**src/fpwb_pkg.sv**
```systemverilog
`timescale 1ns / 1ps
// ----------------------------------------------------------------------------
// fpwb_pkg
// Shared constants, request codes and the result record of the flash page
// write buffer.
// ----------------------------------------------------------------------------
package fpwb_pkg;

    localparam int PAGE_BYTES_DEF  = 128;
    localparam int FLASH_PAGES_DEF = 256;

    localparam int ADDR_W = 15;
    localparam int DATA_W = 8;

    typedef enum logic [1:0] {
        K_WRITE = 2'd0,
        K_READ  = 2'd1,
        K_FLUSH = 2'd2,
        K_NONE  = 2'd3
    } t_kind;

    typedef struct packed {
        logic [DATA_W-1:0] read_data;
        logic              page_programmed;
    } t_rsp;

endpackage

```
**src/fpwb_fifo.sv**
```systemverilog
`timescale 1ns / 1ps
// ----------------------------------------------------------------------------
// fpwb_fifo
// Two-entry register queue with full and empty flags.
// ----------------------------------------------------------------------------
module fpwb_fifo
    import fpwb_pkg::*;
#(
    parameter int W = DATA_W
) (
    input  logic         i_clk,
    input  logic         i_rst_n,
    input  logic         i_push,
    input  logic [W-1:0] i_wdata,
    output logic         o_full,
    input  logic         i_pop,
    output logic         o_empty,
    output logic [W-1:0] o_rdata
);

    logic [W-1:0] r_mem [2];
    logic         r_wptr;
    logic         r_rptr;
    logic [1:0]   r_count;

    logic c_wr;
    logic c_rd;

    assign o_full  = (r_count == 2'd2);
    assign o_empty = (r_count == 2'd0);
    assign c_wr    = i_push && !o_full;
    assign c_rd    = i_pop && !o_empty;
    assign o_rdata = r_mem[r_rptr];

    always_ff @(posedge i_clk) begin
        if (!i_rst_n) begin
            r_wptr  <= 1'b0;
            r_rptr  <= 1'b0;
            r_count <= 2'd0;
        end else begin
            if (c_wr) begin
                r_wptr <= !r_wptr;
            end
            if (c_rd) begin
                r_rptr <= !r_rptr;
            end
            unique case ({c_wr, c_rd})
                2'b10:   r_count <= r_count + 2'd1;
                2'b01:   r_count <= r_count - 2'd1;
                default: r_count <= r_count;
            endcase
        end
    end

    always_ff @(posedge i_clk) begin
        if (c_wr) begin
            r_mem[r_wptr] <= i_wdata;
        end
    end

endmodule

```
**config.mk**
```make
export PLATFORM = sky130hd
export DESIGN_NAME = fpwb_fifo
export DESIGN_NICKNAME = d
export VERILOG_FILES = /design/src/fpwb_pkg.sv /design/src/fpwb_fifo.sv
export SDC_FILE = /design/constraint.sdc
export NUM_CORES = 1
export LEC_CHECK = 0
export BUFFER_PORTS_ARGS = -buffer_cell sky130_fd_sc_hd__buf_2
export CORE_MARGIN = 2
export CORE_UTILIZATION = 49
export CTS_CLUSTER_DIAMETER = 100
export CTS_CLUSTER_SIZE = 20
export DETAILED_ROUTE_END_ITERATION = 10
export PLACE_DENSITY = 0.75
export SETUP_SLACK_MARGIN = 0.05
export SYNTH_ARGS = -nofsm -noshare
export SYNTH_HDL_FRONTEND = slang
export SYNTH_SLANG_ARGS = --single-unit
export TNS_END_PERCENT = 50
```
**constraint.sdc**
```tcl
create_clock -name i_clk -period 1.7 [get_ports i_clk]
set_input_delay 0.085 -clock i_clk [delete_from_list [all_inputs] [get_ports i_clk]]
set_output_delay 0.085 -clock i_clk [all_outputs]
set_load 0.05 [all_outputs]
```
==> summary.txt <==
STA
  • Tightest Pin Transition: approximately 390 ps
  • Setup TNS Final: 0 ps
  • Tmin final: approximately 1500 ps
  • Pins Over Slew Limit: 0
  • Slew Limit Headroom: between 70 and 80%
  • Unrepaired setup endpoints after global routing: no
  • Final setup vio count: 0
  • Final Hold Vio Count: 0
  • Final period utilization: 89.7%
  • Skew final: about 0.85 ps
  • Highest clock rate: between 600 and 700 MHz

Min path
  • Min-delay worst type: in2reg

Global routing
  • Vias in the first global route: a little over 500
  • Largest net degree at the start of global routing: 13
  • Global Route Usage Sum: between 10% and 20%
  • Gr ovfl total: 0
  • First-pass GRT wire length: about 2 mm
  • Antenna violations before repair: 0

Detailed routing
  • Final routed DRC violation total: 0
  • Total Wirelength: roughly 1.4 mm
  • WL per Instance: 13.5 um
  • Via density: ~5.0
  • Antenna viol nets, final: 0
  • DRT iter0 DRCs: 5
  • Vias: a little under 500
  • TritonRoute pass-1 iters: 4

Yosys
  • Post-Synth XOR/XNOR Area: approximately 3.3%
  • Largest family of logic cells by synthesized area: multiplexers
  • FF+latch count, synth: 21
  • Synth Area in Compound Gates: between 3 and 4%
  • YS warnings: 0
  • Mapped Area: about 800 um2
  • Post-Synth Simple-Gate Area: approximately 5.8%
  • Mapped Avg Cell Area: roughly 15 um2
  • Count of cell types in the netlist: 17
  • Mux share of post-synthesis cell area: approximately 11%
  • Post-Syn Instances: 52
  • Adder-cell area share of the yosys netlist: 1.56%
  • Sequential share of the synthesized area: between 70% and 80%
  • Net count after synthesis: 65

Final layout
  • Most frequent cells in the layout: 21 x buf_2, 16 x edfxtp_1, 8 x mux2_2, 8 x dlygate4sd3_1
  • Fin nets: 98
  • Post-route insts no fill: 100
  • Layout cells sized above 1: between 40 and 50%
  • Final Core Density: roughly two thirds
  • FILL cells: between 100 and 150
  • Area of the multi-input gates: between 200 and 250 um2
  • Design Area, Final: 1030 um2
  • Most common cell after layout, fill and taps aside: buf_2
  • Area growth from synthesis to layout: 28.7%
  • Sequential cell area: approximately 580 um2
  • Antenna diodes: 0

Placed design
  • Port Buffers: 21
  • DP Wirelength: 876 um
  • Dpl cell area: slightly above 900 um2
  • RePlAce Congestion: between 0.7 and 0.8
  • Placed cells: 88

Clocking
  • TritonCTS clock tree: yes
  • Clk_lat worst skew: 290 ps
  • Clock-pin slew on the worst setup and hold paths: around 110 ps
  • Clock tree sinks: 21
  • Worst-case clock buffer depth: 2
  • # Post-CTS Setup Buffers: 0
  • CTS H-tree lvls: 1
  • CTS Root Buffer Type: clkbuf_4
  • CTS Buf Count: 3

Critical path
  • Worst path required time: 1620 ps
  • R2r endpoint: r_count[1]
  • Worst flop-to-flop path startpoint: r_count[0]
  • CP max FO: 8
  • Worst Path Class, Setup: reg2out
  • R2R setup slack: about 180 ps
  • Worst EP arrival: roughly 1400 ps
  • Critical Path Start Type: register
  • Critical Path Sink Type: output port
  • CP endpoint: o_rdata[3]
  • R2r worst-path depth: 5

Flow run
  • Max-cap violation count: 0

Floorplanning
  • Initial Utilization: 52.6%
  • Core area: roughly 1500 um2
  • Io pins: 22
  • Die Y: between 40 and 50 um
  • Die width: between 40 and 50 um
  • Die footprint: 1980 um2
  • Row cnt: 14

Pwr
  • Leak pwr: 0.425 nW
  • Total power: 0.00171 W
  • Power per cell area: between 1500 and 2000 nW/um2
  • Peak VDD IR: ~1200 uV

Outcome
  • Status: finished clean
==> worst max-delay path, stage by stage (launching register included) <==
cell and delay (ps):
dfxtp_1 560, mux2_2 380, buf_2 210
==> through the flow <==
stage	setup slack (ps)	hold slack (ps)
2_1_floorplan	188	184
3_3_place_gp	185	273
3_5_place_dp	125	276
4_1_cts	100	57.3
5_1_grt	92.1	70.7
6_report	176	56.1
==> cells in the mapped netlist <==
library cell	instances	area share (%)
o21a_1	1	0.94
or3_1	2	1.6
nor2_1	4	1.9
inv_2	1	0.47
inv_1	3	1.4
edfxtp_1	16	60
clkbuf_1	1	0.47
nand2b_2	1	1.1
dfxtp_1	5	12
mux2_2	8	11
xor2_1	1	1.1
a21oi_1	2	1.2
and3_1	1	0.78
ha_1	1	1.6
nand2_1	1	0.47
xnor2_1	2	2.2
o21ai_0	2	1.2
==> timing repair <==
action | 4_1_cts | 5_1_grt
resized for setup | 0 | 1
endpoints found under the setup margin | 0 | 1
endpoints found under the hold margin | 16 | 0
hold buffers | 8 | 0
==> where the power goes <==
group	leakage (nW)	switching [W]	internal, W	total (W)
registers	0.191	0.0000766	0.000663	0.000740
logic	0.216	0.000502	0.000240	0.000742
clock network	0.0177	0.000144	0.0000875	0.000231
==> per-layer routing <==
metal / vias up / wire (um) / global-route usage (%)
met1: 232 / 555 / 16.3
met4: 0 / 9 / 9.09
met2: 12 / 743 / 27.1
li1: 249 / - / -
met5: - / 0 / 0
met3: 2 / 45 / 2.45
==> cell families after synthesis <==
| group | count (synthesis) |
|---|---|
| compound gates | 5 |
| xor+xnor | 3 |
| fa+ha+maj | 1 |
| buf+inv | 5 |
| flops | 21 |
| mux | 8 |
| simple gates | 9 |
==> cell type report <==
| cell class | instances | share of cell area [%] |
|---|---|---|
| Clock inverter | 1 | 0.485 |
| Tap cell | 16 | 1.94 |
| Clock buffer | 3 | 2.18 |
| Timing Repair Buffer | 29 | 17.9 |
| Sequential cell | 21 | 56.4 |
| Multi-Input combinational cell | 26 | 19.6 |
| Inverter | 4 | 1.45 |
==> flip-flops by register name (all words and copies together) (netlist names), named ones only <==
name and flops:
r_mem 16, r_count 2, r_rptr 1, r_wptr 1
==> worst min-delay path by stage <==
stage	startpoint	end	slack, ps	cells after the start
2_1_floorplan	i_wdata[0]	r_mem[0][0]	180	0
6_report	i_rst_n	r_count[0]	60	3
3_5_place_dp	i_wdata[1]	r_mem[1][1]	280	1
3_3_place_gp	i_wdata[2]	r_mem[0][2]	270	1
4_1_cts	i_rst_n	r_count[0]	60	3
5_1_grt	i_rst_n	r_count[0]	70	3
Note: power is estimated with default switching activity, not from simulation.
