$ cat config.mk
export PLATFORM = sky130hd
export DESIGN_NAME = fpwb_front
export DESIGN_NICKNAME = d
export VERILOG_FILES = /design/src/fpwb_pkg.sv /design/src/fpwb_div.sv /design/src/fpwb_front.sv
export SDC_FILE = /design/constraint.sdc
export NUM_CORES = 1
export LEC_CHECK = 0
export ABC_CLOCK_PERIOD_IN_PS = 2500
export BUFFER_PORTS_ARGS = -buffer_cell sky130_fd_sc_hd__buf_2
export CORE_MARGIN = 2
export CORE_UTILIZATION = 52
export CTS_BUF_LIST = sky130_fd_sc_hd__clkbuf_4 sky130_fd_sc_hd__clkbuf_8 sky130_fd_sc_hd__clkbuf_16
export DETAILED_ROUTE_END_ITERATION = 7
export GPL_TIMING_DRIVEN = 0
export HOLD_SLACK_MARGIN = 0.02
export PLACE_DENSITY = 0.85
export SLEW_MARGIN = 5
export SYNTH_ARGS = -nofsm -noshare
export SYNTH_HDL_FRONTEND = slang
export SYNTH_SLANG_ARGS = --single-unit
$ cat constraint.sdc
create_clock -name i_clk -period 2.5 [get_ports i_clk]
set_input_delay 0.25 -clock i_clk [delete_from_list [all_inputs] [get_ports i_clk]]
set_output_delay 0.25 -clock i_clk [all_outputs]
set_load 0.01 [all_outputs]
$ cat src/fpwb_pkg.sv
`timescale 1ns / 1ps
// ----------------------------------------------------------------------------
// fpwb_pkg
// Shared constants, request codes and the result record of the flash page
// write buffer.
// ----------------------------------------------------------------------------
package fpwb_pkg;

    localparam int PAGE_BYTES_DEF  = 128;
    localparam int FLASH_PAGES_DEF = 256;

    localparam int ADDR_W = 15;
    localparam int DATA_W = 8;

    typedef enum logic [1:0] {
        K_WRITE = 2'd0,
        K_READ  = 2'd1,
        K_FLUSH = 2'd2,
        K_NONE  = 2'd3
    } t_kind;

    typedef struct packed {
        logic [DATA_W-1:0] read_data;
        logic              page_programmed;
    } t_rsp;

endpackage

$ cat src/fpwb_div.sv
`timescale 1ns / 1ps
// ----------------------------------------------------------------------------
// fpwb_div
// Address split for the front end: page and offset of a 15-bit byte address,
// by reciprocal multiplication with the page size and the page count.
// ----------------------------------------------------------------------------
module fpwb_div
    import fpwb_pkg::*;
#(
    parameter int PAGE_BYTES  = PAGE_BYTES_DEF,
    parameter int FLASH_PAGES = FLASH_PAGES_DEF
) (
    input  logic              i_clk,
    input  logic              i_rst_n,
    input  logic              i_start,
    input  logic [ADDR_W-1:0] i_addr,
    output logic              o_done,
    output logic [((FLASH_PAGES > 1) ? $clog2(FLASH_PAGES) : 1)-1:0] o_pg,
    output logic [$clog2(PAGE_BYTES)-1:0] o_off
);

    localparam int PG_W   = (FLASH_PAGES > 1) ? $clog2(FLASH_PAGES) : 1;
    localparam int OFF_W  = $clog2(PAGE_BYTES);
    localparam int MUL_W  = ADDR_W + 2;
    localparam int PROD_W = ADDR_W + MUL_W;
    localparam int SH_A   = ADDR_W + $clog2(PAGE_BYTES);
    localparam int SH_B   = ADDR_W + $clog2(FLASH_PAGES);
    // ceil(2**sh / d): the quotient is exact for any dividend below 2**ADDR_W
    localparam longint REC_A = ((longint'(1) << SH_A) + PAGE_BYTES - 1) / PAGE_BYTES;
    localparam longint REC_B = ((longint'(1) << SH_B) + FLASH_PAGES - 1) / FLASH_PAGES;

    logic              r_st1;
    logic              r_st2;
    logic              r_st3;
    logic              r_done;
    logic [ADDR_W-1:0] r_x;
    logic [ADDR_W-1:0] r_q1;
    logic [ADDR_W-1:0] r_q2;
    logic [OFF_W-1:0]  r_off;
    logic [PG_W-1:0]   r_pg;

    logic [PROD_W-1:0] c_prod_a;
    logic [PROD_W-1:0] c_prod_b;
    logic [ADDR_W-1:0] c_back_a;
    logic [ADDR_W-1:0] c_back_b;

    assign c_prod_a = PROD_W'(r_x) * PROD_W'(REC_A);
    assign c_prod_b = PROD_W'(r_q1) * PROD_W'(REC_B);
    assign c_back_a = r_q1 * ADDR_W'(PAGE_BYTES);
    assign c_back_b = r_q2 * ADDR_W'(FLASH_PAGES);

    always_ff @(posedge i_clk) begin
        if (!i_rst_n) begin
            r_st1  <= 1'b0;
            r_st2  <= 1'b0;
            r_st3  <= 1'b0;
            r_done <= 1'b0;
        end else begin
            r_st1  <= i_start;
            r_st2  <= r_st1;
            r_st3  <= r_st2;
            r_done <= r_st3;
        end
    end

    // one product per cycle: addr / PAGE_BYTES, then that quotient / FLASH_PAGES
    always_ff @(posedge i_clk) begin
        if (i_start) begin
            r_x <= i_addr;
        end
        if (r_st1) begin
            r_q1 <= ADDR_W'(c_prod_a >> SH_A);
        end
        if (r_st2) begin
            r_off <= OFF_W'(r_x - c_back_a);
            r_q2  <= ADDR_W'(c_prod_b >> SH_B);
        end
        if (r_st3) begin
            r_pg <= PG_W'(r_q1 - c_back_b);
        end
    end

    assign o_done = r_done;
    assign o_pg   = r_pg;
    assign o_off  = r_off;

endmodule

$ cat src/fpwb_front.sv
`timescale 1ns / 1ps
// ----------------------------------------------------------------------------
// fpwb_front
// Request front end: takes a request, splits the address into page and
// offset with the constant divider and hands the decoded command onward.
// ----------------------------------------------------------------------------
module fpwb_front
    import fpwb_pkg::*;
#(
    parameter int PAGE_BYTES  = PAGE_BYTES_DEF,
    parameter int FLASH_PAGES = FLASH_PAGES_DEF
) (
    input  logic              i_clk,
    input  logic              i_rst_n,
    input  logic              i_hold,
    input  logic              i_push,
    output logic              o_full,
    input  logic [1:0]        i_req_type,
    input  logic [ADDR_W-1:0] i_addr,
    input  logic [DATA_W-1:0] i_data,
    output logic              o_valid,
    input  logic              i_ready,
    output t_kind             o_kind,
    output logic [((FLASH_PAGES > 1) ? $clog2(FLASH_PAGES) : 1)-1:0] o_pg,
    output logic [$clog2(PAGE_BYTES)-1:0] o_off,
    output logic [DATA_W-1:0] o_data
);

    localparam int PG_W  = (FLASH_PAGES > 1) ? $clog2(FLASH_PAGES) : 1;
    localparam int OFF_W = $clog2(PAGE_BYTES);

    typedef enum logic [2:0] {
        F_IDLE  = 3'b001,
        F_SPLIT = 3'b010,
        F_PUSH  = 3'b100
    } t_fstate;

    t_fstate           r_state, n_state;
    t_kind             r_kind, n_kind;
    logic [PG_W-1:0]   r_pg, n_pg;
    logic [OFF_W-1:0]  r_off, n_off;
    logic [DATA_W-1:0] r_data, n_data;

    logic              c_accept;
    logic              split_start;
    logic              split_done;
    logic [PG_W-1:0]   split_pg;
    logic [OFF_W-1:0]  split_off;

    fpwb_div #(
        .PAGE_BYTES  (PAGE_BYTES),
        .FLASH_PAGES (FLASH_PAGES)
    ) u_split (
        .i_clk   (i_clk),
        .i_rst_n (i_rst_n),
        .i_start (split_start),
        .i_addr  (i_addr),
        .o_done  (split_done),
        .o_pg    (split_pg),
        .o_off   (split_off)
    );

    assign o_full   = (r_state != F_IDLE) || i_hold;
    assign c_accept = i_push && !o_full;

    // page = (addr / PAGE_BYTES) mod FLASH_PAGES, offset = addr mod PAGE_BYTES
    always_comb begin
        n_state     = r_state;
        n_kind      = r_kind;
        n_pg        = r_pg;
        n_off       = r_off;
        n_data      = r_data;
        split_start = 1'b0;
        o_valid     = 1'b0;
        unique case (r_state)
            F_IDLE: begin
                if (c_accept) begin
                    n_kind = t_kind'(i_req_type);
                    n_data = i_data;
                    if (t_kind'(i_req_type) == K_WRITE || t_kind'(i_req_type) == K_READ) begin
                        split_start = 1'b1;
                        n_state     = F_SPLIT;
                    end else begin
                        n_pg    = '0;
                        n_off   = '0;
                        n_state = F_PUSH;
                    end
                end
            end
            F_SPLIT: begin
                if (split_done) begin
                    n_pg    = split_pg;
                    n_off   = split_off;
                    n_state = F_PUSH;
                end
            end
            F_PUSH: begin
                o_valid = 1'b1;
                if (i_ready) begin
                    n_state = F_IDLE;
                end
            end
            default: n_state = F_IDLE;
        endcase
    end

    always_ff @(posedge i_clk) begin
        if (!i_rst_n) begin
            r_state <= F_IDLE;
        end else begin
            r_state <= n_state;
        end
    end

    always_ff @(posedge i_clk) begin
        r_kind <= n_kind;
        r_pg   <= n_pg;
        r_off  <= n_off;
        r_data <= n_data;
    end

    assign o_kind = r_kind;
    assign o_pg   = r_pg;
    assign o_off  = r_off;
    assign o_data = r_data;

endmodule

==> impl_metrics.tcl, run 1 <==
set metrics [dict create \
    fp.dieW_um 71.1 \
    fin_worst_skew_ns 0.0108 \
    max_slew_margin_pct 16.3 \
    drv_slew 0 \
    rows 24 \
    start_util_pct 53.7 \
    postPlaceCellArea_mm2 0.00269 \
    synthArstFlopShare_pct 0 \
    post_cts_resized 0 \
    ys_warn_count 0 \
    synth_area_mm2 0.00234 \
    dp_hpwl_mm 2.52 \
    first_global_vias 1200 \
    fin_ws_ns 0.205 \
    grt_max_degree 16 \
    cts_buffers 9 \
    period_minus_slack_ns 2.29 \
    endpoint_kind "flop" \
    fmax_mhz 436 \
    multi_input_comb_area_um2 285 \
    synth-main-ff-cell "edfxtp_1" \
    fin_crit_sh_pct 91.8 \
    clkLatencyLatePin_ns 0.33 \
    hold_viol_final 0 \
    postSynthAreaPerCell_um2 20.5 \
    gr-usage-all-layers_pct 15.5 \
    cts_buffer_depth 2 \
    antenna_found_initial 0 \
    core_mm2 0.00435 \
    io_buffer_count 56 \
    yosysSeqAreaShare_pct 86.8 \
    drc 0 \
    n_antenna_cell 0 \
    syn-instance-count 114 \
    finalSetupViolations 0 \
    fillers 266 \
    clkSlewWorstSetupHoldPaths_ns 0.07 \
    dpl_worst_slack_ns 0.193 \
    cts_sinks 70 \
    synth-seq-cells 70 \
    tightest_slew_ns 1.26 \
    postCtsSetupBuffers 0 \
    synth_nets 144 \
    instances_no_fill 238 \
    vias_per_cell 4.78 \
    place.gp.congestion 0.779 \
    drive_gt1_share_pct 47.3 \
    dieArea_mm2 0.00505 \
    yosysTopAreaCellShare_pct 80.9 \
    syn2layout_area_growth_pct 23.0 \
    die_h_um 71.1 \
    synth.most_common_cell "edfxtp_1" \
    hold_ws_ns 0.0913 \
    path_class "reg -> reg" \
    path_max_fanout 15 \
    io_pins 57 \
    intPower_mw 1.84 \
    ys_types 20 \
    cts.root.buffer_cell "clkbuf_8" \
    regArea_mm2 0.00203 \
    power.density_mw_per_mm2 796 \
    rsz0062_at_grt "no" \
    min-delay-path-class "in -> reg" \
    cts-htree-levels 3 \
    wl_mm 3.48 \
    synth.largest_area_cell "edfxtp_1" \
    cts_tree "done" \
    first_iter_violations 82 \
    max_cap_viol_count 0 \
    drtAntennaViolNets 0 \
    wl_per_cell_um 14.6 \
    synth_area_leaders "edfxtp_1 81%, dfxtp_1 6.0%, and2_2 4.2%" \
    grt_pass1_wl_mm 5.64 \
    p_leak_nw 1.13 \
    synth_common_cells "63 x edfxtp_1, 13 x and2_2, 7 x dfxtp_1" \
    crit_path_start_kind "flop" \
    final_area_mm2 0.00288 \
    p_comb_share_pct 4.1 \
    synth-edff-count 63 \
    clkPwrFrac_pct 37.9 \
    nets 211 \
    finalSetupTns_ns 0 \
    cts-hold-fix-buffers 0 \
    status "finished clean" \
    ir_worst_vdd_uv 562 \
    grt_overflow 0 \
    seq_power_share_pct 58.0 \
    required_ns 2.44 \
    drtPass1Iterations 4 \
    vias 1138 \
    switching_power_mw 0.448 \
    placed_cells 222 \
    cp.arrival_ns 2.23 \
    swShare_pct 19.5 \
]
==> critical path: stages, from the launching register on <==
cell and delay [ns]:
dfxtp_1 0.48, nand2_1 0.11, or3_1 0.33, a21oi_1 0.99
==> power groups by stage <==
stage	Clock (mW)	Sequential, mW	Combinational (mW)
floorplan	0	1.36	0.0384
CTS	0.876	1.33	0.0941
detailed placement	0	1.35	0.0937
finish	0.868	1.33	0.0932
global placement	0	1.35	0.0872
global route	0.935	1.33	0.103
==> final timing paths <==
| kind | startpoint | endpoint | slack, ns | cells after the start |
|---|---|---|---|---|
| setup reg to reg | r_state[0] | o_pg[2] | 0.21 | 3 |
| hold / removal | i_req_type[0] | o_kind[0] | 0.09 | 1 |
| hold reg to reg | u_split.r_x[9] | u_split.r_q1[2] | 0.42 | 0 |
| setup / recovery | r_state[0] | o_pg[2] | 0.21 | 3 |
==> per-layer routing <==
metal	GRT usage, %	wire length (µm)	vias up
li1	-	-	554
met1	17.1	1380	543
met2	25.9	1840	35
met3	6.13	200	6
met4	8.60	57	0
met5	0	0	-
==> cell type report <==
cell class / count / area share (%)
Multi-Input combinational cell: 40 / 9.91
Buffer: 1 / 0.391
Clock inverter: 5 / 1.69
Sequential cell: 70 / 70.6
Timing Repair Buffer: 56 / 9.73
Inverter: 3 / 0.391
Clock buffer: 11 / 5.04
Tap cell: 52 / 2.26
==> cell families after synthesis <==
kind of cell | count (synthesis) | synth area share, %
AOI/OAI and AO/OA | 5 | 1.28
xor gates and xnor gates | 1 | 0.374
buffers and inverters | 4 | 0.962
DFF | 70 | 86.8
and+or+nand+nor | 34 | 10.5
==> layout by cell type, fill, tap and decap left out, types with 3 or more instances in the layout <==
| cell type | synthesis | routed |
|---|---|---|
| edfxtp_1 | 63 | 63 |
| buf_2 | 0 | 56 |
| and2_2 | 13 | 13 |
| clkbuf_8 | 0 | 10 |
| dfxtp_1 | 7 | 7 |
| and2_1 | 5 | 5 |
| nand2b_1 | 3 | 3 |
| inv_1 | 3 | 3 |
| a21oi_1 | 3 | 3 |
| clkinv_2 | 0 | 3 |
==> flip-flops by register name (all words and copies together) (netlist names) <==
name            count
o_pg                8
o_kind              2
u_split.r_x        15
u_split.o_pg        8
u_split.o_done      1
r_state             3
u_split.r_st3       1
u_split.r_st2       1
u_split.r_st1       1
o_data              8
o_off               7
u_split.r_q1        8
u_split.o_off       7
==> metrics by stage <==
step	util [%]	total power, mW
after floorplan	-	1.40
after global placement	61.7	1.44
after detailed placement	61.7	1.45
after CTS	66.1	2.30
after global routing	66.1	2.37
final	66.1	2.29
Note: power is estimated with default switching activity, not from simulation.
==> run 2: changes to the inputs <==
GPL_TIMING_DRIVEN = default   (was 0)
==> run 2 against run 1 <==
Effect of this change:
- power up 4.5%
- clock-buffer cell count did not move
- utilization rose by 0.49 points
- routed wire length is 7.4% higher
- clock power increased by 11%
- fmax up 21%
- via count up 3.2%
- critical path depth did not move
- sequential share of layout area fell by 0.52 points
- die area is the same
- clock skew hardly changed
- sequential power about the same
- critical endpoint is now u_split.r_x[12]
- largest cell class unchanged
==> impl_metrics.tcl, run 2 (same netlist as run 1, synthesis figures left out) <==
set metrics [dict create \
    power_mw 2.39 \
    postPlaceCellArea_mm2 0.00268 \
    fin_worst_skew_ns 0.0111 \
    io_pins 57 \
    min-delay-path-class "in -> reg" \
    rows 24 \
    fin_crit_sh_pct 76.1 \
    first_global_vias 1236 \
    period_minus_slack_ns 1.90 \
    max_cap_viol_count 0 \
    cts-hold-fix-buffers 0 \
    fp.dieW_um 71.1 \
    layout_common_cells "63 x edfxtp_1, 56 x buf_2, 13 x and2_2" \
    crit_path_start_kind "flop" \
    required_ns 2.46 \
    finalSetupTns_ns 0 \
    utilization_pct 66.6 \
    tightest_slew_ns 0.572 \
    cp_slowest_stage_delay_ns 0.48 \
    path_class "reg -> reg" \
    p_leak_nw 1.14 \
    crit_path_cell_trace "nor3b_2, nand3b_1, inv_1" \
    final_area_mm2 0.00290 \
    layout_commonest_cell "edfxtp_1" \
    vias 1174 \
    io_buffer_count 56 \
    cts_buffer_depth 2 \
    cts_sinks 70 \
    ir_worst_vdd_uv 565 \
    drtAntennaViolNets 0 \
    core_mm2 0.00435 \
    gr-usage-all-layers_pct 16.7 \
    crit_slowest_cell "dfxtp_1" \
    largest_register_ffs 15 \
    grt_pass1_wl_mm 6.05 \
    antenna_found_initial 0 \
    cp.arrival_ns 1.87 \
    cts-htree-levels 3 \
    drc 0 \
    place.gp.congestion 0.734 \
    endpoint_kind "flop" \
    postCtsSetupBuffers 0 \
    dieArea_mm2 0.00505 \
    drtPass1Iterations 4 \
    first_iter_violations 85 \
    vias_per_cell 4.93 \
    crit_family "simple AND/OR/NAND/NOR gates" \
    nets 211 \
    grt_overflow 0 \
    rsz0062_at_grt "no" \
    max_slew_margin_pct 61.8 \
    clkLatencyLatePin_ns 0.33 \
    path_max_fanout 15 \
    hold_ws_ns 0.0887 \
    top_register "u_split.r_x" \
    cts_buffers 9 \
    fmax_mhz 526 \
    hold_viol_final 0 \
    power.density_mw_per_mm2 826 \
    dp_hpwl_mm 2.63 \
    wl_mm 3.74 \
    status "finished clean" \
    cts.root.buffer_cell "clkbuf_8" \
    cts_tree "done" \
    finalSetupViolations 0 \
    wl_per_cell_um 15.7 \
    drive_gt1_share_pct 47.3 \
    post_cts_resized 0 \
    die_h_um 71.1 \
    drv_slew 0 \
    grt_max_degree 18 \
    clkSlewWorstSetupHoldPaths_ns 0.07 \
    path_buf_inv 1 \
    start_util_pct 53.7 \
    n_antenna_cell 0 \
    syn2layout_area_growth_pct 24.0 \
]
-- run 2: changes by cell type in the layout (fill, tap and decap cells not counted), sizes merged --
cell	delta
clkinv	-1
bufinv	+1
-- run 2: area by class of cell --
type | count | area (µm²)
fill | 277 | 1450
clock inverter | 5 | 73.8
clock buffer | 11 | 145
timing repair buffer | 57 | 288
multi-input combinational | 40 | 285
tap | 52 | 65.1
sequential | 70 | 2030
inverter | 3 | 11.3
-- run 2: worst register-to-register path, cell delays in order (launching register included) --
cell,delay [ns]
dfxtp_1,0.48
nor3b_2,0.38
nand3b_1,0.20
inv_1,0.47
-- run 2: power by group --
part           leakage [nW]  internal, mW  switching (mW)
Sequential            0.649          1.31          0.0199
Clock                 0.114         0.593           0.373
Combinational         0.378        0.0431          0.0554
Total                  1.14          1.95           0.448
-- run 2: final timing paths --
kind                   startpoint              end  slack, ns  depth (start not counted)
setup / recovery       r_state[0]  u_split.r_x[12]       0.60                          3
hold / removal          i_data[0]        o_data[0]       0.09                          1
setup reg to reg       r_state[0]  u_split.r_x[12]       0.60                          3
hold reg to reg   u_split.r_q1[4]  u_split.o_pg[4]       0.41                          0
-- run 2: metal layers --
layer / track usage, % / vias to the layer above / part of all wire, %
met5: 0 / - / 0
met4: 11.3 / 0 / 3.4
met3: 6.70 / 12 / 6.8
met2: 27.5 / 52 / 53
met1: 17.6 / 558 / 36
li1: - / 552 / -
-- run 2: stage by stage --
step	cells	setup WS [ns]
floorplan	114	0.481
global placement	222	0.818
detailed placement	222	0.673
CTS	238	0.595
global route	238	0.498
finish	238	0.597
==> run 3: changes to the inputs <==
ABC_CLOCK_PERIOD_IN_PS = 2000   (was 2500)
clock period = 2 ns   (was 2.5 ns; I/O delays follow)
==> run 3 against run 2 <==
Effect of this change:
- critical path depth unchanged
- first-iteration DRC count decreased by 14%
- global-route usage decreased by 2.0 points
- power increased by 19%
- clock skew decreased by 0.0038 ns
- clock-buffer cell count decreased by 1
- routed wire length decreased by 9.5%
- cell area decreased by 0.39%
==> impl_metrics.tcl, run 3 (same netlist as run 1, synthesis figures left out) <==
set metrics [dict create \
    top_register "u_split.r_x" \
    crit_path_start_kind "flop" \
    wl_per_cell_um 14.2 \
    largest_register_ffs 15 \
    vias 1143 \
    cts-htree-levels 3 \
    cts_sinks 70 \
    endpoint_kind "flop" \
    cts-hold-fix-buffers 0 \
    grt_overflow 0 \
    required_ns 1.96 \
    rows 24 \
    syn2layout_area_growth_pct 23.5 \
    start_util_pct 53.7 \
    drive_gt1_share_pct 48.1 \
    drc 0 \
    cp.arrival_ns 1.79 \
    fin_crit_sh_pct 91.5 \
    dieArea_mm2 0.00505 \
    nets 212 \
    path_max_fanout 15 \
    io_buffer_count 56 \
    tightest_slew_ns 0.533 \
    cts_tree "done" \
    cts_buffer_depth 2 \
    drv_slew 0 \
    period_minus_slack_ns 1.83 \
    vias_per_cell 4.78 \
    clkLatencyLatePin_ns 0.33 \
    cts.root.buffer_cell "clkbuf_8" \
    instances_no_fill 239 \
    cts_buffers 9 \
    max_cap_viol_count 0 \
    first_global_vias 1170 \
    gr-usage-all-layers_pct 14.7 \
    drtPass1Iterations 4 \
    drtAntennaViolNets 0 \
    max_slew_margin_pct 64.4 \
    finalSetupTns_ns 0 \
    finalSetupViolations 0 \
    fin_worst_skew_ns 0.00725 \
    postCtsSetupBuffers 0 \
    place.gp.congestion 0.838 \
    io_pins 57 \
    clkSlewWorstSetupHoldPaths_ns 0.07 \
    fp.dieW_um 71.1 \
    grt_max_degree 18 \
    power.density_mw_per_mm2 988 \
    placed_cells 222 \
    wl_mm 3.38 \
    layout_common_cells "63 x edfxtp_1, 56 x buf_2, 13 x and2_2" \
    path_class "reg -> reg" \
    antenna_found_initial 0 \
    rsz0062_at_grt "no" \
    ir_worst_vdd_uv 578 \
    first_iter_violations 73 \
    status "finished clean" \
    hold_viol_final 0 \
    fmax_mhz 547 \
    core_mm2 0.00435 \
    post_cts_resized 0 \
    p_leak_nw 1.13 \
    grt_pass1_wl_mm 5.37 \
    die_h_um 71.1 \
    layout_commonest_cell "edfxtp_1" \
    n_antenna_cell 0 \
    min-delay-path-class "in -> reg" \
]
[run 3: changes by cell type in the layout (fill, tap and decap cells not counted)]
cell,delta
a21oi_1,-1
a21oi_2,+1
bufinv_16,-1
clkbuf_8,-1
clkinv_1,-1
clkinv_2,+1
clkinv_4,+2
dlygate4sd3_1,+1
[run 3: area by class of cell]
type	count	area [µm²]
clock buffers	10	131
clock inverters	6	62.6
fillers	280	1470
inverters	3	11.3
multi-input cells	40	289
flip-flops and latches	70	2030
well taps	52	65.1
repair buffers	58	298
[run 3: per-stage QoR]
stage	power (mW)	worst slack (ns)	utilization, %	instance area [µm²]	hold WS (ns)
floorplan	1.75	0.288	-	2340	0.299
global placement	1.80	0.344	61.7	2690	0.377
detailed placement	1.81	0.177	61.7	2690	0.378
CTS	2.88	0.162	66.1	2880	0.0306
global route	2.94	0.0750	66.4	2890	0.0241
finish	2.85	0.171	66.4	2890	0.0433
[run 3: final timing paths]
kind,startpoint,endpoint,slack [ns],cells past startpoint
max,r_state[0],u_split.r_x[0],0.17,3
min,i_addr[6],u_split.r_x[6],0.04,1
max reg2reg,r_state[0],u_split.r_x[0],0.17,3
min reg2reg,u_split.r_q1[0],u_split.o_pg[0],0.42,0
[run 3: report_power, final]
group          internal [mW]  total (mW)  switching [mW]
clock network          0.587        1.07           0.486
registers               1.64        1.66          0.0241
logic                 0.0555       0.121          0.0653
[run 3: metal layers]
metal | GRT usage, % | share of wire [%] | up-vias
li1 | - | - | 555
met1 | 15.9 | 39 | 548
met2 | 24.4 | 54 | 35
met3 | 6.84 | 5.8 | 5
met4 | 7.34 | 1.4 | 0
met5 | 0 | 0 | -
[run 3: critical path, cell delays in order, from the launching register on]
cell	delay, ns
dfxtp_1	0.49
nor3b_2	0.36
nand3b_1	0.18
inv_1	0.44
